--- src/rtl/core/assert_macros.svh ---
// Assertion shorthands for the RTL file that carries checks.
`ifndef ASSERT_MACROS_SVH
`define ASSERT_MACROS_SVH

// The consequent must hold in the same cycle as the antecedent.
`define PAC_ASSERT_NOW(label, clk, rst_n, ante, cons) \
    label: assert property (@(posedge clk) disable iff (!rst_n) (ante) |-> (cons)) \
        else $error("pac assertion failed");

// The consequent must hold in the cycle after the antecedent.
`define PAC_ASSERT_NEXT(label, clk, rst_n, ante, cons) \
    label: assert property (@(posedge clk) disable iff (!rst_n) (ante) |=> (cons)) \
        else $error("pac assertion failed");

`endif

--- src/rtl/core/pac_pkg.sv ---
package pac_pkg;

    localparam int WINDOW_LEN  = 3;
    localparam int SAMPLE_BITS = 12;

    localparam int AXIS_BITS = 8;
    localparam int Q_BITS    = 8;
    localparam int AXIS_SPAN = 254;
    localparam int AXIS_BIAS = 127;

    localparam int SLOT_BITS  = (WINDOW_LEN > 1) ? $clog2(WINDOW_LEN) : 1;
    localparam int SUM_BITS   = SAMPLE_BITS + $clog2(WINDOW_LEN);
    localparam int MEAN_SHIFT = SUM_BITS + $clog2(WINDOW_LEN) + 1;
    localparam int RECIP_BITS = MEAN_SHIFT + 1;
    localparam int PROD_BITS  = SUM_BITS + RECIP_BITS;
    localparam int NUM_BITS   = SAMPLE_BITS + Q_BITS;
    localparam int CNT_BITS   = $clog2(Q_BITS);

    localparam logic [RECIP_BITS-1:0] MEAN_RECIP =
        RECIP_BITS'((2 ** MEAN_SHIFT + WINDOW_LEN - 1) / WINDOW_LEN);

    localparam logic [SAMPLE_BITS-1:0] ACCEL_LOW_RESET  = SAMPLE_BITS'(1108);
    localparam logic [SAMPLE_BITS-1:0] ACCEL_HIGH_RESET = SAMPLE_BITS'(1975);
    localparam logic [SAMPLE_BITS-1:0] BRAKE_LOW_RESET  = SAMPLE_BITS'(1127);
    localparam logic [SAMPLE_BITS-1:0] BRAKE_HIGH_RESET = SAMPLE_BITS'(1975);

    typedef enum logic [1:0] {
        CFG_ACCEL_LOW  = 2'd0,
        CFG_ACCEL_HIGH = 2'd1,
        CFG_BRAKE_LOW  = 2'd2,
        CFG_BRAKE_HIGH = 2'd3
    } cfg_idx_t;

    typedef enum logic [2:0] {
        L_IDLE,
        L_MEAN,
        L_CLAMP,
        L_DIV,
        L_DONE
    } lane_state_t;

    typedef enum logic {
        T_IDLE,
        T_BUSY
    } top_state_t;

    typedef struct packed {
        logic                 start;
        logic                 ack;
        logic [SLOT_BITS-1:0] slot;
    } lane_ctrl_t;

    typedef struct packed {
        logic                        done;
        logic signed [AXIS_BITS-1:0] axis;
    } lane_status_t;

endpackage

--- src/rtl/core/pac_lane.sv ---
module pac_lane
    import pac_pkg::*;
(
    input  logic                   clk,
    input  logic                   rst_n,
    input  lane_ctrl_t             ctrl,
    input  logic [SAMPLE_BITS-1:0] sample,
    input  logic [SAMPLE_BITS-1:0] lo,
    input  logic [SAMPLE_BITS-1:0] hi,
    output lane_status_t           status
);

    logic [SAMPLE_BITS-1:0] window_reg [WINDOW_LEN];
    logic [SUM_BITS-1:0]    sum_reg;
    logic [SUM_BITS-1:0]    sum_next;
    lane_state_t            state_reg;
    lane_state_t            state_next;

    logic [SAMPLE_BITS-1:0] mean_reg;
    logic                   eq_reg;
    logic [NUM_BITS-1:0]    rem_reg;
    logic [NUM_BITS-1:0]    den_sh_reg;
    logic [Q_BITS-1:0]      quo_reg;
    logic [CNT_BITS-1:0]    cnt_reg;

    logic [PROD_BITS-1:0]   mean_prod;
    logic                   swap;
    logic [SAMPLE_BITS-1:0] bmin;
    logic [SAMPLE_BITS-1:0] bmax;
    logic [SAMPLE_BITS-1:0] x_clamped;
    logic [SAMPLE_BITS-1:0] num_mag;
    logic [SAMPLE_BITS-1:0] den_mag;
    logic [NUM_BITS-1:0]    num_scaled;
    logic                   rem_ge;
    logic [AXIS_BITS:0]     axis_wide;

    // The running sum replaces the outgoing ring entry with the new sample.
    assign sum_next = sum_reg - SUM_BITS'(window_reg[ctrl.slot]) + SUM_BITS'(sample);

    always_ff @(posedge clk or negedge rst_n)
    begin
        if (!rst_n)
        begin
            for (int i = 0; i < WINDOW_LEN; i++)
            begin
                window_reg[i] <= '0;
            end
            sum_reg   <= '0;
            state_reg <= L_IDLE;
        end
        else
        begin
            state_reg <= state_next;
            if (ctrl.start)
            begin
                window_reg[ctrl.slot] <= sample;
                sum_reg               <= sum_next;
            end
        end
    end

    assign mean_prod  = PROD_BITS'(sum_reg) * PROD_BITS'(MEAN_RECIP);
    assign swap       = lo > hi;
    assign bmin       = swap ? hi : lo;
    assign bmax       = swap ? lo : hi;
    assign num_mag    = swap ? (lo - x_clamped) : (x_clamped - lo);
    assign den_mag    = swap ? (lo - hi) : (hi - lo);
    assign num_scaled = NUM_BITS'(num_mag) * NUM_BITS'(AXIS_SPAN);
    assign rem_ge     = rem_reg >= den_sh_reg;

    always_comb
    begin
        priority if (mean_reg < bmin)
        begin
            x_clamped = bmin;
        end
        else if (mean_reg > bmax)
        begin
            x_clamped = bmax;
        end
        else
        begin
            x_clamped = mean_reg;
        end
    end

    always_comb
    begin
        state_next = state_reg;
        unique case (state_reg)
            L_IDLE:
            begin
                if (ctrl.start)
                begin
                    state_next = L_MEAN;
                end
            end
            L_MEAN:
            begin
                state_next = L_CLAMP;
            end
            L_CLAMP:
            begin
                state_next = L_DIV;
            end
            L_DIV:
            begin
                if (cnt_reg == '0)
                begin
                    state_next = L_DONE;
                end
            end
            L_DONE:
            begin
                if (ctrl.ack)
                begin
                    state_next = L_IDLE;
                end
            end
            default:
            begin
                state_next = L_IDLE;
            end
        endcase
    end

    // The quotient never exceeds the span, so one bit per step over Q_BITS steps suffices.
    always_ff @(posedge clk)
    begin
        unique case (state_reg)
            L_MEAN:
            begin
                mean_reg <= mean_prod[MEAN_SHIFT +: SAMPLE_BITS];
            end
            L_CLAMP:
            begin
                eq_reg     <= lo == hi;
                rem_reg    <= num_scaled;
                den_sh_reg <= NUM_BITS'(den_mag) << (Q_BITS - 1);
                cnt_reg    <= CNT_BITS'(Q_BITS - 1);
            end
            L_DIV:
            begin
                if (rem_ge)
                begin
                    rem_reg <= rem_reg - den_sh_reg;
                end
                quo_reg    <= {quo_reg[Q_BITS-2:0], rem_ge};
                den_sh_reg <= den_sh_reg >> 1;
                cnt_reg    <= cnt_reg - CNT_BITS'(1);
            end
            default:
            begin
            end
        endcase
    end

    assign axis_wide = {1'b0, quo_reg} - (AXIS_BITS + 1)'(AXIS_BIAS);

    assign status.done = state_reg == L_DONE;
    assign status.axis = eq_reg ? -AXIS_BITS'(AXIS_BIAS) : signed'(axis_wide[AXIS_BITS-1:0]);

endmodule

--- config.mk ---
export PLATFORM = sky130hd
export DESIGN_NAME = pac_lane
export DESIGN_NICKNAME = d
export VERILOG_FILES = /design/src/rtl/core/assert_macros.svh /design/src/rtl/core/pac_pkg.sv /design/src/rtl/core/pac_lane.sv
export SDC_FILE = /design/constraint.sdc
export NUM_CORES = 1
export LEC_CHECK = 0
export BUFFER_PORTS_ARGS = -buffer_cell sky130_fd_sc_hd__buf_2
export CORE_AREA = 2 2 174 176
export DETAILED_ROUTE_END_ITERATION = 16
export DIE_AREA = 0 0 176 178
export PLACE_DENSITY = 0.77
export SLEW_MARGIN = 20
export SYNTH_ARGS = -nofsm -noshare
export SYNTH_HDL_FRONTEND = slang
export SYNTH_SLANG_ARGS = --single-unit
--- constraint.sdc ---
create_clock -name clk -period 9.75 [get_ports clk]
set_input_delay 0.4875 -clock clk [delete_from_list [all_inputs] [get_ports clk]]
set_output_delay 0.4875 -clock clk [all_outputs]
set_load 0.01 [all_outputs]
# == Yosys cells after proc, flatten, opt, wreduce, memory -nomap -nowiden ==
# Index checks and enable logic that the tools add are counted.
# classes
addsub,9
eq_ne,9
multipliers,2
muxes,21
magnitude_cmp,6
n_bitwise,1
reduce_logical,6
# op_table
cell,count
$mux W12,9
$pmux W20 S2,2
$sub A12 B12 Y12,4
$bwmux W36,1
$mul A14 B16 Y29 const B,1
$bmux W12 S2,1
$demux W12 S2,1
$gt A12 B12 Y1,2
$ge A20 B20 Y1,1
$mux W20,1
$sub A20 B20 Y20,1
$mul A12 B7 Y19 const B,1
$pmux W3 S5,1
$add A14 B12 Y14,1
$sub A14 B12 Y14,1
$eq A12 B12 Y1,1
$lt A12 B12 Y1,1
$mux W3,3
$mux W8,1
$ne A2 B2 Y1 const B,4
$sub A8 B7 Y8 const B,1
$eq A3 B2 Y1 const B,2
$logic_not A3 Y1,2
$pmux W3 S2,1
10 further kinds,10
# word_totals
inputBits,42
ff_bits,117
wordCells,65

# == Longest topological paths before layout ==
# Gate-level depths: netlist of run 1.
# depth
ltp_word,9
mapped_depth,50

# == Worst setup path before layout of run 1 ==
# OpenSTA, ideal clock, no wires.
# synth_path
kind,input -> register
startpoint,in lo[0]
endpoint,reg rem_reg[18] (data pin)
t_arrival_ns,9.964
cell_stages,45
path_buffers,5
path_slack_ns,-0.482
path_cell_list,inv_1 -> ha_1 -> fa_1 -> nor2b_1 -> o21bai_1 -> a31oi_1 -> o21ai_2 -> buf_6 -> buf_4 -> buf_2 -> buf_1 -> a21oi_1 -> ha_1 -> a21o_1 -> a21oi_1 -> o21ai_0 -> a21o_1 -> a31oi_4 -> [... 9 more ...] -> a2111oi_0 -> a311oi_2 -> xnor2_1 -> fa_1 -> xor2_1 -> xnor2_1 -> fa_1 -> fa_1 -> inv_1 -> ha_1 -> and2_1 -> a31oi_1 -> o21ai_0 -> o211ai_1 -> o21ai_0 -> nor3b_1 -> o31ai_1 -> o21ai_0
# synth_via
elab_chain_len,9
word_cells_on_any_way,12
cone_classes,2 x add/sub; 1 x mul; 3 x order compare; 6 x mux
# synth_lines
item,line_no,text
start: declaration,pac_lane.sv:8,"input logic [SAMPLE_BITS-1:0] lo,"
$gt A12 B12 Y1,pac_lane.sv:63,assign swap = lo > hi;
$mux W12,pac_lane.sv:65,assign bmax = swap ? lo : hi;
$gt A12 B12 Y1,pac_lane.sv:77,else if (mean_reg > bmax)
$mux W12,pac_lane.sv:77,
$mux W12,pac_lane.sv:73,priority if (mean_reg < bmin)
$sub A12 B12 Y12,pac_lane.sv:66,assign num_mag = swap ? (lo - x_clamped) : (x_clamped - lo);
$mux W12 (*),pac_lane.sv:66,
$mul A12 B7 Y19 (*),pac_lane.sv:68,assign num_scaled = NUM_BITS'(num_mag) * NUM_BITS'(AXIS_SPAN);
$pmux W20 S2 (*),pac_lane.sv:130,unique case (state_reg)
end signal: assignment,pac_lane.sv:138,rem_reg <= num_scaled;
end signal: assignment,pac_lane.sv:146,rem_reg <= rem_reg - den_sh_reg;
end: declaration,pac_lane.sv:21,logic [NUM_BITS-1:0] rem_reg;
# Mark *: on every way between the ends. The rest lies on a longest branch, timed or not.
# A chain may end at the register's enable or synchronous reset.

# == Worst setup path in the final report of run 1 ==
# layout_path
startpoint,in lo[9]
endpoint,reg rem_reg[18] (data pin)
# The elaborated chain is that of the path after synthesis.

==> results of run 1 <==
[cell usage in the layout (no fill, tap or decap), types with 10 or more instances in the layout]
cell type	synthesis	layout
o21a_1	16	16
buf_2	6	50
dfrtp_1	53	53
xnor2_1	61	57
o21ai_0	107	102
nand4_1	12	12
a211oi_1	10	10
fa_1	101	99
nand2_1	107	107
nand3_1	19	19
nor2_1	104	104
inv_1	264	262
ha_1	244	241
clkbuf_16	0	17
and3_1	11	11
a21oi_1	99	97
mux2_2	23	23
a21o_1	30	30
edfxtp_1	63	63
xor2_1	23	21
o21bai_1	13	13
nor2b_1	14	14
nor3_1	17	16
nand2b_1	13	13
mux2i_1	39	38
buf_4	1	109
[worst min-delay path by stage]
stage                               startpoint                          to  slack [ns]  cells after the start
floorplan                                rst_n    state_reg[0]$_DFFE_PN0P_        0.19                      0
global route                             rst_n  window_reg[34]$_DFFE_PN0P_        0.24                      2
global placement    window_reg[23]$_DFFE_PN0P_  window_reg[23]$_DFFE_PN0P_        0.46                      2
finish                                   rst_n  window_reg[10]$_DFFE_PN0P_        0.18                      2
CTS                                      rst_n  window_reg[18]$_DFFE_PN0P_        0.20                      2
detailed placement  window_reg[17]$_DFFE_PN0P_  window_reg[17]$_DFFE_PN0P_        0.47                      2
[final cells by class]
class,count,area (µm²)
repair buffers,162,1120
multi-input cells,1166,10300
fillers,2580,12800
well taps,390,488
clock inverters,13,95.1
clock buffers,19,453
flip-flops and latches,116,3220
inverters,264,991
[per-layer routing]
layer	GRT usage [%]	wire length, µm	vias to the layer above
li1	-	-	5667
met1	27.8	14600	5567
met2	40.6	17300	202
met3	2.86	941	63
met4	8.23	998	0
met5	0	0	-
[kinds of logic after synthesis]
| group | after synthesis | synth area share (%) |
|---|---|---|
| simple gates | 336 | 10.8 |
| xor+xnor | 86 | 5.30 |
| flops | 116 | 22.2 |
| buf+inv | 299 | 7.88 |
| fa+ha+maj | 346 | 35.1 |
| compound gates | 336 | 14.2 |
| mux | 62 | 4.48 |
[worst max-delay path, delay by kind of cell]
kind / cells / cell delay [ns]
fa+ha+maj: 7 / 2.73
simple gates: 9 / 1.45
buf+inv: 6 / 0.82
xor+xnor: 3 / 0.40
compound gates: 17 / 3.24
mux: 1 / 0.35
[stage by stage]
stage	hold slack [ns]	instances
detailed placement	0.471	2095
finish	0.180	2130
floorplan	0.192	1581
global placement	0.462	2095
global route	0.241	2130
CTS	0.200	2127
[what timing repair did]
action | CTS | global route
hold buffers | 0 | 0
hold endpoints to repair | 0 | 0
setup endpoints to repair | 0 | 7
gates resized for setup | 0 | 26
buffers inserted | 0 | 2
==> run summary, run 1 <==
The count of cell types in the netlist came out at 74. The max-capacitance violation count came out at 0. Summed over all nets, the half-perimeter wirelength after detailed placement is 28.0 mm.

The synthesis warning total is 0. In this run, synthesis produced a sequential element count of ~120. The worst relative slew slack is around 30%.

The number of clock buffers added by TritonCTS is 17. In the final routed layout, each cell accounts on average for 15.9 µm. The post-synthesis sequential area ratio came out at 22.2%.

The H-tree was split into 4 levels. The required time of the worst setup path came out at 9.91 ns. The worst min-delay path category is primary input to async pin.

The worst flop-to-flop path startpoint is mean_reg[5]$_DFFE_PP_. For flop-to-flop paths, the worst setup slack is 1.76 ns. The area growth from synthesis to layout is 14.9%.

The number of setup violations in the final report is 0. The die outline height is 178 µm. The register with the most flip-flops in the layout has 36 of them. Cells fill 56.6% of the core in the end.

The number of violations reported at the end of detailed-routing iteration 0 came out at 557. Setup slack closes at 0.405 ns. In this run the cell area of the synthesized design comes to 0.0145 mm². The longest clock path from root to sink contains 2 buffers. The worst register-to-register path ends at rem_reg[18]$_DFFE_PP_. The first-pass iteration count of the detailed router is 5.

The count of nets after finishing came out at 2114. The cell count after synthesis came out at 1581. In this run the clock root is driven by a clkbuf_16. The first global-routing pass estimated 56.8 mm of wire. After synthesis, the most frequently instantiated cells are inv_1, ha_1, nand2_1, o21ai_0, nor2_1.

TritonCTS built the clock tree. The residual DRC count is 0. The post-synth net total came out at about 2000. Clock-pin slew was measured on the worst setup and hold paths at roughly 0.060 ns. The period utilization came out at about 96%. The proportion of synthesized flip-flops having asynchronous set or reset is between 40% and 50%.

After routing the design area is 0.0166 mm². The initial antenna violation count came out at 0. The ratio of cells with drive above 1 in the final layout is roughly 15%. For this run, the total global-route usage over all layers was measured as between 20% and 30%. The count of final max-slew check failures came out at 0. The post-route antenna net violation count is 0. The later-pin clock latency in the skew report came out at between 0.4 and 0.5 ns. Counting flops with a built-in enable in the synthesized netlist gives 63.

The start-to-end type of the worst setup path is primary input to flop. Summing over every cut layer, the via total after detailed routing is roughly 11000. Sorting the synthesized cells by area gives the leading types as ha_1, fa_1, edfxtp_1. The worst-path maximum fanout is 22. The sink count of the clock tree came out at 116. STA classifies the critical path endpoint as a flop.

The die footprint came out at roughly 0.031 mm². The number of global-route vias before repair came out at 11900. The floorplan has 63 rows.

The ratio of routed vias to standard cells is 5.40. The core region is around 0.029 mm². Pin placement for this block handled 51 I/O pins.

Averaged over all synthesized cells, the footprint is 9.16 µm². The slowest stage of the critical path belongs to the cell fa_2. Entering global routing, the biggest net connects 54 pins. The final sum of negative setup slack is 0 ns. The total congestion overflow came out at 0. The number of antenna diodes in the final layout is 0. The minimum clock period after layout came out at 9.34 ns.

The worst reg2reg path depth is 33. The termination of the worst setup path is rem_reg[18]$_DFFE_PP_. The synthesized design spends more area on one cell type than any other, namely ha_1.

Measured along the x axis, the die boundary spans 176 µm. The area share of the leading cell type in the synthesized netlist came out at 21.1%. In this run the worst setup path begins at lo[9]. The main flop type after synthesis is edfxtp_1. The run finished with clean final reports.

The starting density of the core is about half. By instance count, the leading cell after synthesis is inv_1. The number of buffers added on ports came out at 50. The number of failing hold endpoints at the final stage came out at 0.

At the pin with the least slew margin, the transition time is 1.05 ns. The data arrival time of the worst path is 9.50 ns. The final layout contains routed wiring with a total length of 33.8 mm. The delay of the slowest cell on the worst path came out at 0.63 ns.

The worst setup path is launched from a primary input. By instance count, the cell type seen most on the critical path is ha_1. Prior to clock tree synthesis, the placed netlist has a worst setup slack of -0.178 ns.

The fmax came out at 107 MHz. The worst-case clock skew came out at 0.00926 ns. At the end of routability-driven placement, the weighted congestion stood at 0.942. The instance area at placement is 0.0160 mm².
Power of run 1 is left out: the tool's default activity adds up to more than one toggle a clock period on the data nets, which glitch-free logic cannot reach.
==> run 2: changes to the inputs <==
- BUFFER_PORTS_ARGS: -buffer_cell sky130_fd_sc_hd__buf_2 -> not set
- DONT_BUFFER_PORTS: not set -> 1
- PLACE_DENSITY: 0.77 -> 0.75
==> run 2 against run 1 <==
Maximum frequency grew 1.1%. Core utilization shrank 2.3 points. Critical path depth is the same. Cell count shrank 5.5%. Critical path type unchanged. Sequential share of layout area grew 0.83 points. Highest routed layer unchanged. Via count shrank 3.6%.
==> run summary, run 2 (synthesis gave the netlist of run 1 again) <==
Run status: finished, final reports clean (unchanged). The detailed-route via count is 11100 (was 11500). The worst-case clock skew is 0.0144 ns (was 0.00926 ns). The number of failing hold endpoints at the final stage came out at 0 (unchanged). The minimum setup slack among reg-to-reg paths is 1.77 ns (was 1.76 ns). The summed area of non-filler cells in the final layout came out at 0.0160 mm² (was 0.0166 mm²). The total wirelength of the detailed-routed design is 33.2 mm (was 33.8 mm). The global-route wire length before repair was 55.2 mm (was 56.8 mm).

The die footprint came out at 0.0313 mm² (unchanged). The ratio of cells with drive above 1 in the final layout came out at 8.51% (was 14.9%). The period utilization is 94.8% (was 95.8%). The layout filler cell count is 2519 (was 2580). The number of buffers added on ports came out at 0 (was 50). The capturing element type of the critical path is a flop (unchanged). The slowest cell on the critical path was fa_1 (was fa_2).

The max-capacitance violation count came out at 0 (unchanged). The starting density of the core is 49.3% (unchanged). The later-pin clock latency in the skew report was 0.42 ns (about the same).

The worst min-delay path category is primary input to flop (was primary input to async pin). The buffer cell driving the clock tree root is clkbuf_16 (unchanged). The delay of the slowest cell on the worst path came out at 0.50 ns (was 0.63 ns).

The post-route antenna net violation count is 0 (unchanged). The number of setup violations in the final report is 0 (unchanged). The number of global-route vias before repair came out at 11300 (was 11900). The instance area at placement is 0.0151 mm² (was 0.0160 mm²). The flip-flop count of the largest register after layout came out at 36 (unchanged). The clock-pin transition on the worst setup and hold timing paths is 0.06 ns (about the same). The count of final max-slew check failures was 0 (unchanged). The x dimension of the die came out at 176 µm (unchanged). The number of buffers inserted during clock tree synthesis came out at 17 (unchanged). The placeable core region came to 0.0294 mm² (unchanged).

The actual transition at the worst max-transition pin is 1.02 ns (was 1.05 ns). The total congestion overflow is 0 (unchanged). The worst relative slew slack came out at 32.1% (was 29.6%).

The residual DRC count came to 0 (unchanged). The maximum number of pins on one net before global-route repair came out at 54 (unchanged). The sink count of the clock tree came to 116 (unchanged). The HPWL after detailed placement was 26.6 mm (was 28.0 mm). The area used by multi-input combinational logic came out at 0.0102 mm² (was 0.0103 mm²). The sequential cell area in the final layout came out at 0.00322 mm² (unchanged).

The number of top-level pins is 51 (unchanged). The die outline height is 178 µm (unchanged). The number of violations reported at the end of detailed-routing iteration 0 is 613 (was 557). The ratio of routed vias to standard cells is 5.51 (was 5.40). The start-to-end type of the worst setup path was primary input to flop (unchanged). The number of buffers on the longest clock path is 2 (unchanged). The required time of the worst setup path is 9.98 ns (was 9.91 ns). The fmax is 108 MHz (was 107 MHz).

The cell repeated most along the worst path is ha_1 (unchanged). The first-pass iteration count of the detailed router came out at 7 (was 5). The final sum of negative setup slack came to 0 ns (unchanged). The H-tree level count is 4 (unchanged). The minimum clock period after layout was 9.24 ns (was 9.34 ns).

The initial antenna violation count came to 0 (unchanged). The share of the core filled with cells is 54.3% (was 56.6%). The area growth from synthesis to layout is 10.1% (was 14.9%).

The data arrival time of the worst path came to 9.47 ns (was 9.50 ns). The placer's final routability congestion estimate is 0.981 (was 0.942). The post-detailed-route wirelength per cell is 16.5 µm (was 15.9 µm). The total global-route track usage was 21.9% (was 22.6%). The most common cell after layout, fill and taps aside is inv_1 (unchanged). The TritonCTS clock tree is done (unchanged). The category of the worst setup path launch point is a primary input (unchanged). The number of placement rows came out at 63 (unchanged). The number of diodes added for antenna fixing is 0 (unchanged). The count of nets after finishing is 1996 (was 2114).

Leading cell types in the layout, fill and taps excluded: inv_1, ha_1, nand2_1 (was inv_1, ha_1, buf_4). The worst-path maximum fanout came out at 16 (was 22).
-- run 2: changes by cell type in the layout (fill, tap and decap cells not counted), moves of 3 or more --
cell       previous run  this run
a21oi_2               3         6
a21oi_1              97        94
buf_4               109        38
clkbuf_16            17        20
buf_2                50         0
o21ai_1               8         5
-- run 2: per-layer routing --
layer / vias up / part of all wire, % / GRT usage [%] / routed length (µm)
li1: 5439 / - / - / -
met1: 5392 / 46 / 28.6 / 15200
met2: 204 / 49 / 37.9 / 16200
met3: 46 / 3.0 / 2.73 / 999
met4: 0 / 2.2 / 6.68 / 745
met5: - / 0 / 0 / 0
-- run 2: metrics by stage --
stage	hold slack (ns)	std cells	worst slack, ns
2_1_floorplan	0.192	1581	0.0152
3_3_place_gp	0.193	1972	0.158
3_5_place_dp	0.193	1972	-0.0305
4_1_cts	0.139	2006	0.402
5_1_grt	0.137	2012	-0.0833
6_report	0.158	2012	0.509
-- run 2: layout make-up --
| cell class | count | area share [%] |
|---|---|---|
| clock buffers | 20 | 3.00 |
| clock inverters | 12 | 0.863 |
| inverters | 264 | 6.21 |
| well taps | 390 | 3.06 |
| flip-flops and latches | 116 | 20.2 |
| repair buffers | 44 | 2.47 |
| multi-input cells | 1166 | 64.2 |
-- run 2: path summary, 6_finish.rpt --
check	start	end	depth (start not counted)
min	ctrl[3]	sum_reg[1]$_DFFE_PN0P_	1
max in group asynchronous	rst_n	state_reg[2]$_DFFE_PN0P_	2
min in group asynchronous	rst_n	window_reg[29]$_DFFE_PN0P_	2
min reg2reg	window_reg[13]$_DFFE_PN0P_	window_reg[13]$_DFFE_PN0P_	2
max reg2reg	mean_reg[11]$_DFFE_PP_	rem_reg[18]$_DFFE_PP_	34
max	lo[0]	rem_reg[17]$_DFFE_PP_	43
-- run 2: worst max-delay path: cells and delay by family --
family	cells	cell delay (ns)
fa+ha+maj	9	3.03
mux	1	0.40
simple gates	7	1.17
xor+xnor	1	0.23
buf+inv	7	0.84
compound gates	18	3.28
-- run 2: repair_timing --
item,CTS,global route
resized for setup,0,22
hold endpoints to repair,53,0
setup endpoints to repair,0,5
setup buffers,0,4
hold buffers,2,0
Power of run 2 is left out for the same reason.
==> run 3: changes to the inputs <==
- CORE_AREA: 2 2 174 176 -> 2 2 166 168
- DIE_AREA: 0 0 176 178 -> 0 0 168 170
- GPL_TIMING_DRIVEN: not set -> 0
- PLACE_DENSITY: 0.75 -> 0.8
==> run 3 against run 2 <==
First-iteration DRC count is 44% higher. Final area is 4.6% higher. Hold slack improved by 0.025 ns. Global-route usage up 3.5 points. Via count rose by 5.5%. Sequential cell count is the same. Register-to-register slack hardly changed. Critical path depth increased by 5.
==> run summary, run 3 (synthesis gave the netlist of run 1 again) <==
The actual transition at the worst max-transition pin is 1.05 ns (was 1.02 ns). Run status: finished, final reports clean (unchanged). The minimum clock period after layout was 9.50 ns (was 9.24 ns). The flip-flop count of the largest register after layout was 36 (unchanged).

The fmax is 105 MHz (was 108 MHz). The area growth from synthesis to layout came out at 15.2% (was 10.1%). The category of the worst setup path launch point is a primary input (unchanged). The detailed-route via count is 11700 (was 11100). The capturing element type of the critical path was a flop (unchanged).

The total global-route track usage is 25.3% (was 21.9%). The slowest cell on the critical path is fa_1 (unchanged). Setup repair after global routing could not meet its margin everywhere.

The buffer cell driving the clock tree root is clkbuf_16 (unchanged). The number of global-route vias before repair is 11800 (was 11300). The initial antenna violation count came out at 0 (unchanged).

The start-to-end type of the worst setup path was primary input to flop (unchanged). The length of routed met2 wiring is 18.0 mm (was 16.2 mm). The starting density of the core came to 54.4% (was 49.3%).

The worst-case clock skew came to 0.0124 ns (was 0.0144 ns). The worst flop-to-flop path startpoint is mean_reg[11]$_DFFE_PP_ (unchanged). The number of buffers on the longest clock path is 2 (unchanged).

The data arrival time of the worst path is 9.66 ns (was 9.47 ns). The number of setup violations in the final report is 0 (unchanged). The worst relative slew slack is 29.8% (was 32.1%). The HPWL after detailed placement is 27.8 mm (was 26.6 mm).

The number of failing hold endpoints at the final stage is 0 (unchanged). The number of violations reported at the end of detailed-routing iteration 0 is 884 (was 613). The number of buffers added on ports came out at 0 (unchanged).

The period utilization is 97.4% (was 94.8%). The post-detailed-route wirelength per cell is 18.2 µm (was 16.5 µm). The total congestion overflow is 0 (unchanged). The detailed-routed wire length on met3 came out at 1.96 mm (was 999 µm).

The sink count of the clock tree came out at 116 (unchanged). The worst-path maximum fanout is 8 (was 16). The count of final max-slew check failures was 0 (unchanged). The residual DRC count came to 0 (unchanged).

The number of buffers inserted during clock tree synthesis came out at 17 (unchanged). The maximum number of pins on one net before global-route repair is 54 (unchanged). The most common cell after layout, fill and taps aside is inv_1 (unchanged).

The end of the worst register-to-register path was rem_reg[19]$_DFFE_PP_ (was rem_reg[18]$_DFFE_PP_). The termination of the worst setup path was rem_reg[19]$_DFFE_PP_ (was rem_reg[17]$_DFFE_PP_). The post-route antenna net violation count was 0 (unchanged). The highest metal layer used by the detailed router is met4 (unchanged). The H-tree level count came to 4 (unchanged). The die outline height is 170 µm (was 178 µm).

The placeable core region is 0.0267 mm² (was 0.0294 mm²). The placer's final routability congestion estimate came out at 0.942 (was 0.981). The final hold slack is 0.184 ns (was 0.158 ns). The first-pass iteration count of the detailed router is 9 (was 7). The max-capacitance violation count is 0 (unchanged).

The number of top-level pins is 51 (unchanged). The ratio of routed vias to standard cells was 5.84 (was 5.51). The worst reg2reg path depth came out at 36 (was 34). The number of placement rows is 60 (was 63). The global-route wire length before repair came out at 57.8 mm (was 55.2 mm). The minimum setup slack among reg-to-reg paths is 1.78 ns (was 1.77 ns). The ratio of cells with drive above 1 in the final layout is 14.5% (was 8.51%).

The layout filler cell count came out at 2004 (was 2519). The die footprint came out at 0.0286 mm² (was 0.0313 mm²). The required time of the worst setup path is 9.92 ns (was 9.98 ns). The TritonCTS clock tree is done (unchanged). The total wirelength of the detailed-routed design is 36.4 mm (was 33.2 mm). The clock-pin transition on the worst setup and hold timing paths is 0.06 ns (about the same). The x dimension of the die is 168 µm (was 176 µm). The cell repeated most along the worst path was a21oi_2 (was ha_1).

The worst min-delay path category was primary input to flop (unchanged). The later-pin clock latency in the skew report came out at 0.43 ns (was 0.42 ns). The number of diodes added for antenna fixing was 0 (unchanged).

Leading cell types in the layout, fill and taps excluded: inv_1, ha_1, nand2_1 (unchanged). The startpoint of the most critical setup path is lo[0] (unchanged). The delay of the slowest cell on the worst path is 0.50 ns (about the same).

The count of nets after finishing is 2034 (was 1996). The sum of routed wire segments on met1 is 15.2 mm (about the same).
## run 3: cell types whose count changed in the layout (fill, tap and decap cells not counted), moves of 7 or more
cell / change
clkbuf_1: +17
ha_4: +7
a21oi_1: -21
buf_4: +9
a21oi_2: +18
o21ai_1: +8
o21ai_0: -11
nor2_1: -9
ha_1: -13
## run 3: final cells by class
type                       instances  area (µm²)  share of cell area [%]
clock inverter                    14         175                    1.05
multi-input combinational       1166       10800                    64.6
clock buffer                      18         450                    2.70
tap                              341         427                    2.56
inverter                         264         997                    5.98
buffer                            33         235                    1.41
timing repair buffer              49         405                    2.43
sequential                       116        3220                    19.3
## run 3: how the worst min path moves through the flow
stage | from | end | slack, ns | depth (start not counted)
after detailed placement | rst_n | window_reg[34]$_DFFE_PN0P_ | 0.19 | 0
after global placement | rst_n | window_reg[34]$_DFFE_PN0P_ | 0.19 | 0
after floorplan | rst_n | state_reg[0]$_DFFE_PN0P_ | 0.19 | 0
after global routing | ctrl[2] | state_reg[2]$_DFFE_PN0P_ | 0.18 | 1
after CTS | ctrl[2] | state_reg[2]$_DFFE_PN0P_ | 0.18 | 1
final | ctrl[2] | state_reg[2]$_DFFE_PN0P_ | 0.18 | 1
## run 3: timing repair
| action | CTS | global route |
|---|---|---|
| pin swaps | 14 | 74 |
| hold endpoints to repair | 53 | 0 |
| gates cloned | 0 | 2 |
| hold buffers | 2 | 0 |
| setup endpoints to repair | 13 | 8 |
| setup buffers | 13 | 33 |
| gates resized for setup | 72 | 99 |
## run 3: worst max-delay path: cells and delay by family
kind                       cells  cell delay [ns]
and+or+nand+nor               11             1.94
muxes                          1             0.24
AOI/OAI and AO/OA             14             2.01
xor gates and xnor gates       2             0.47
adders and majority gates     10             3.37
buffers and inverters         10             1.13
## run 3: metal layers
| metal | GRT usage [%] | vias up |
|---|---|---|
| li1 | - | 5508 |
| met1 | 31.7 | 5680 |
| met2 | 43.9 | 399 |
| met3 | 4.65 | 102 |
| met4 | 9.38 | 0 |
| met5 | 0 | - |
## run 3: through the flow
step           worst slack (ns)  cells  TNS [ns]  util [%]  area, µm²
2_1_floorplan            0.0152   1581         0         -      14500
3_3_place_gp              -2.07   1922    -16.59      56.0      14900
3_5_place_dp              -2.12   1923    -17.85      56.1      14900
4_1_cts                  0.0148   1970         0      60.0      16000
5_1_grt                  -0.141   2001    -0.308      62.6      16700
6_report                  0.253   2001         0      62.6      16700
Power of run 3 is left out for the same reason.
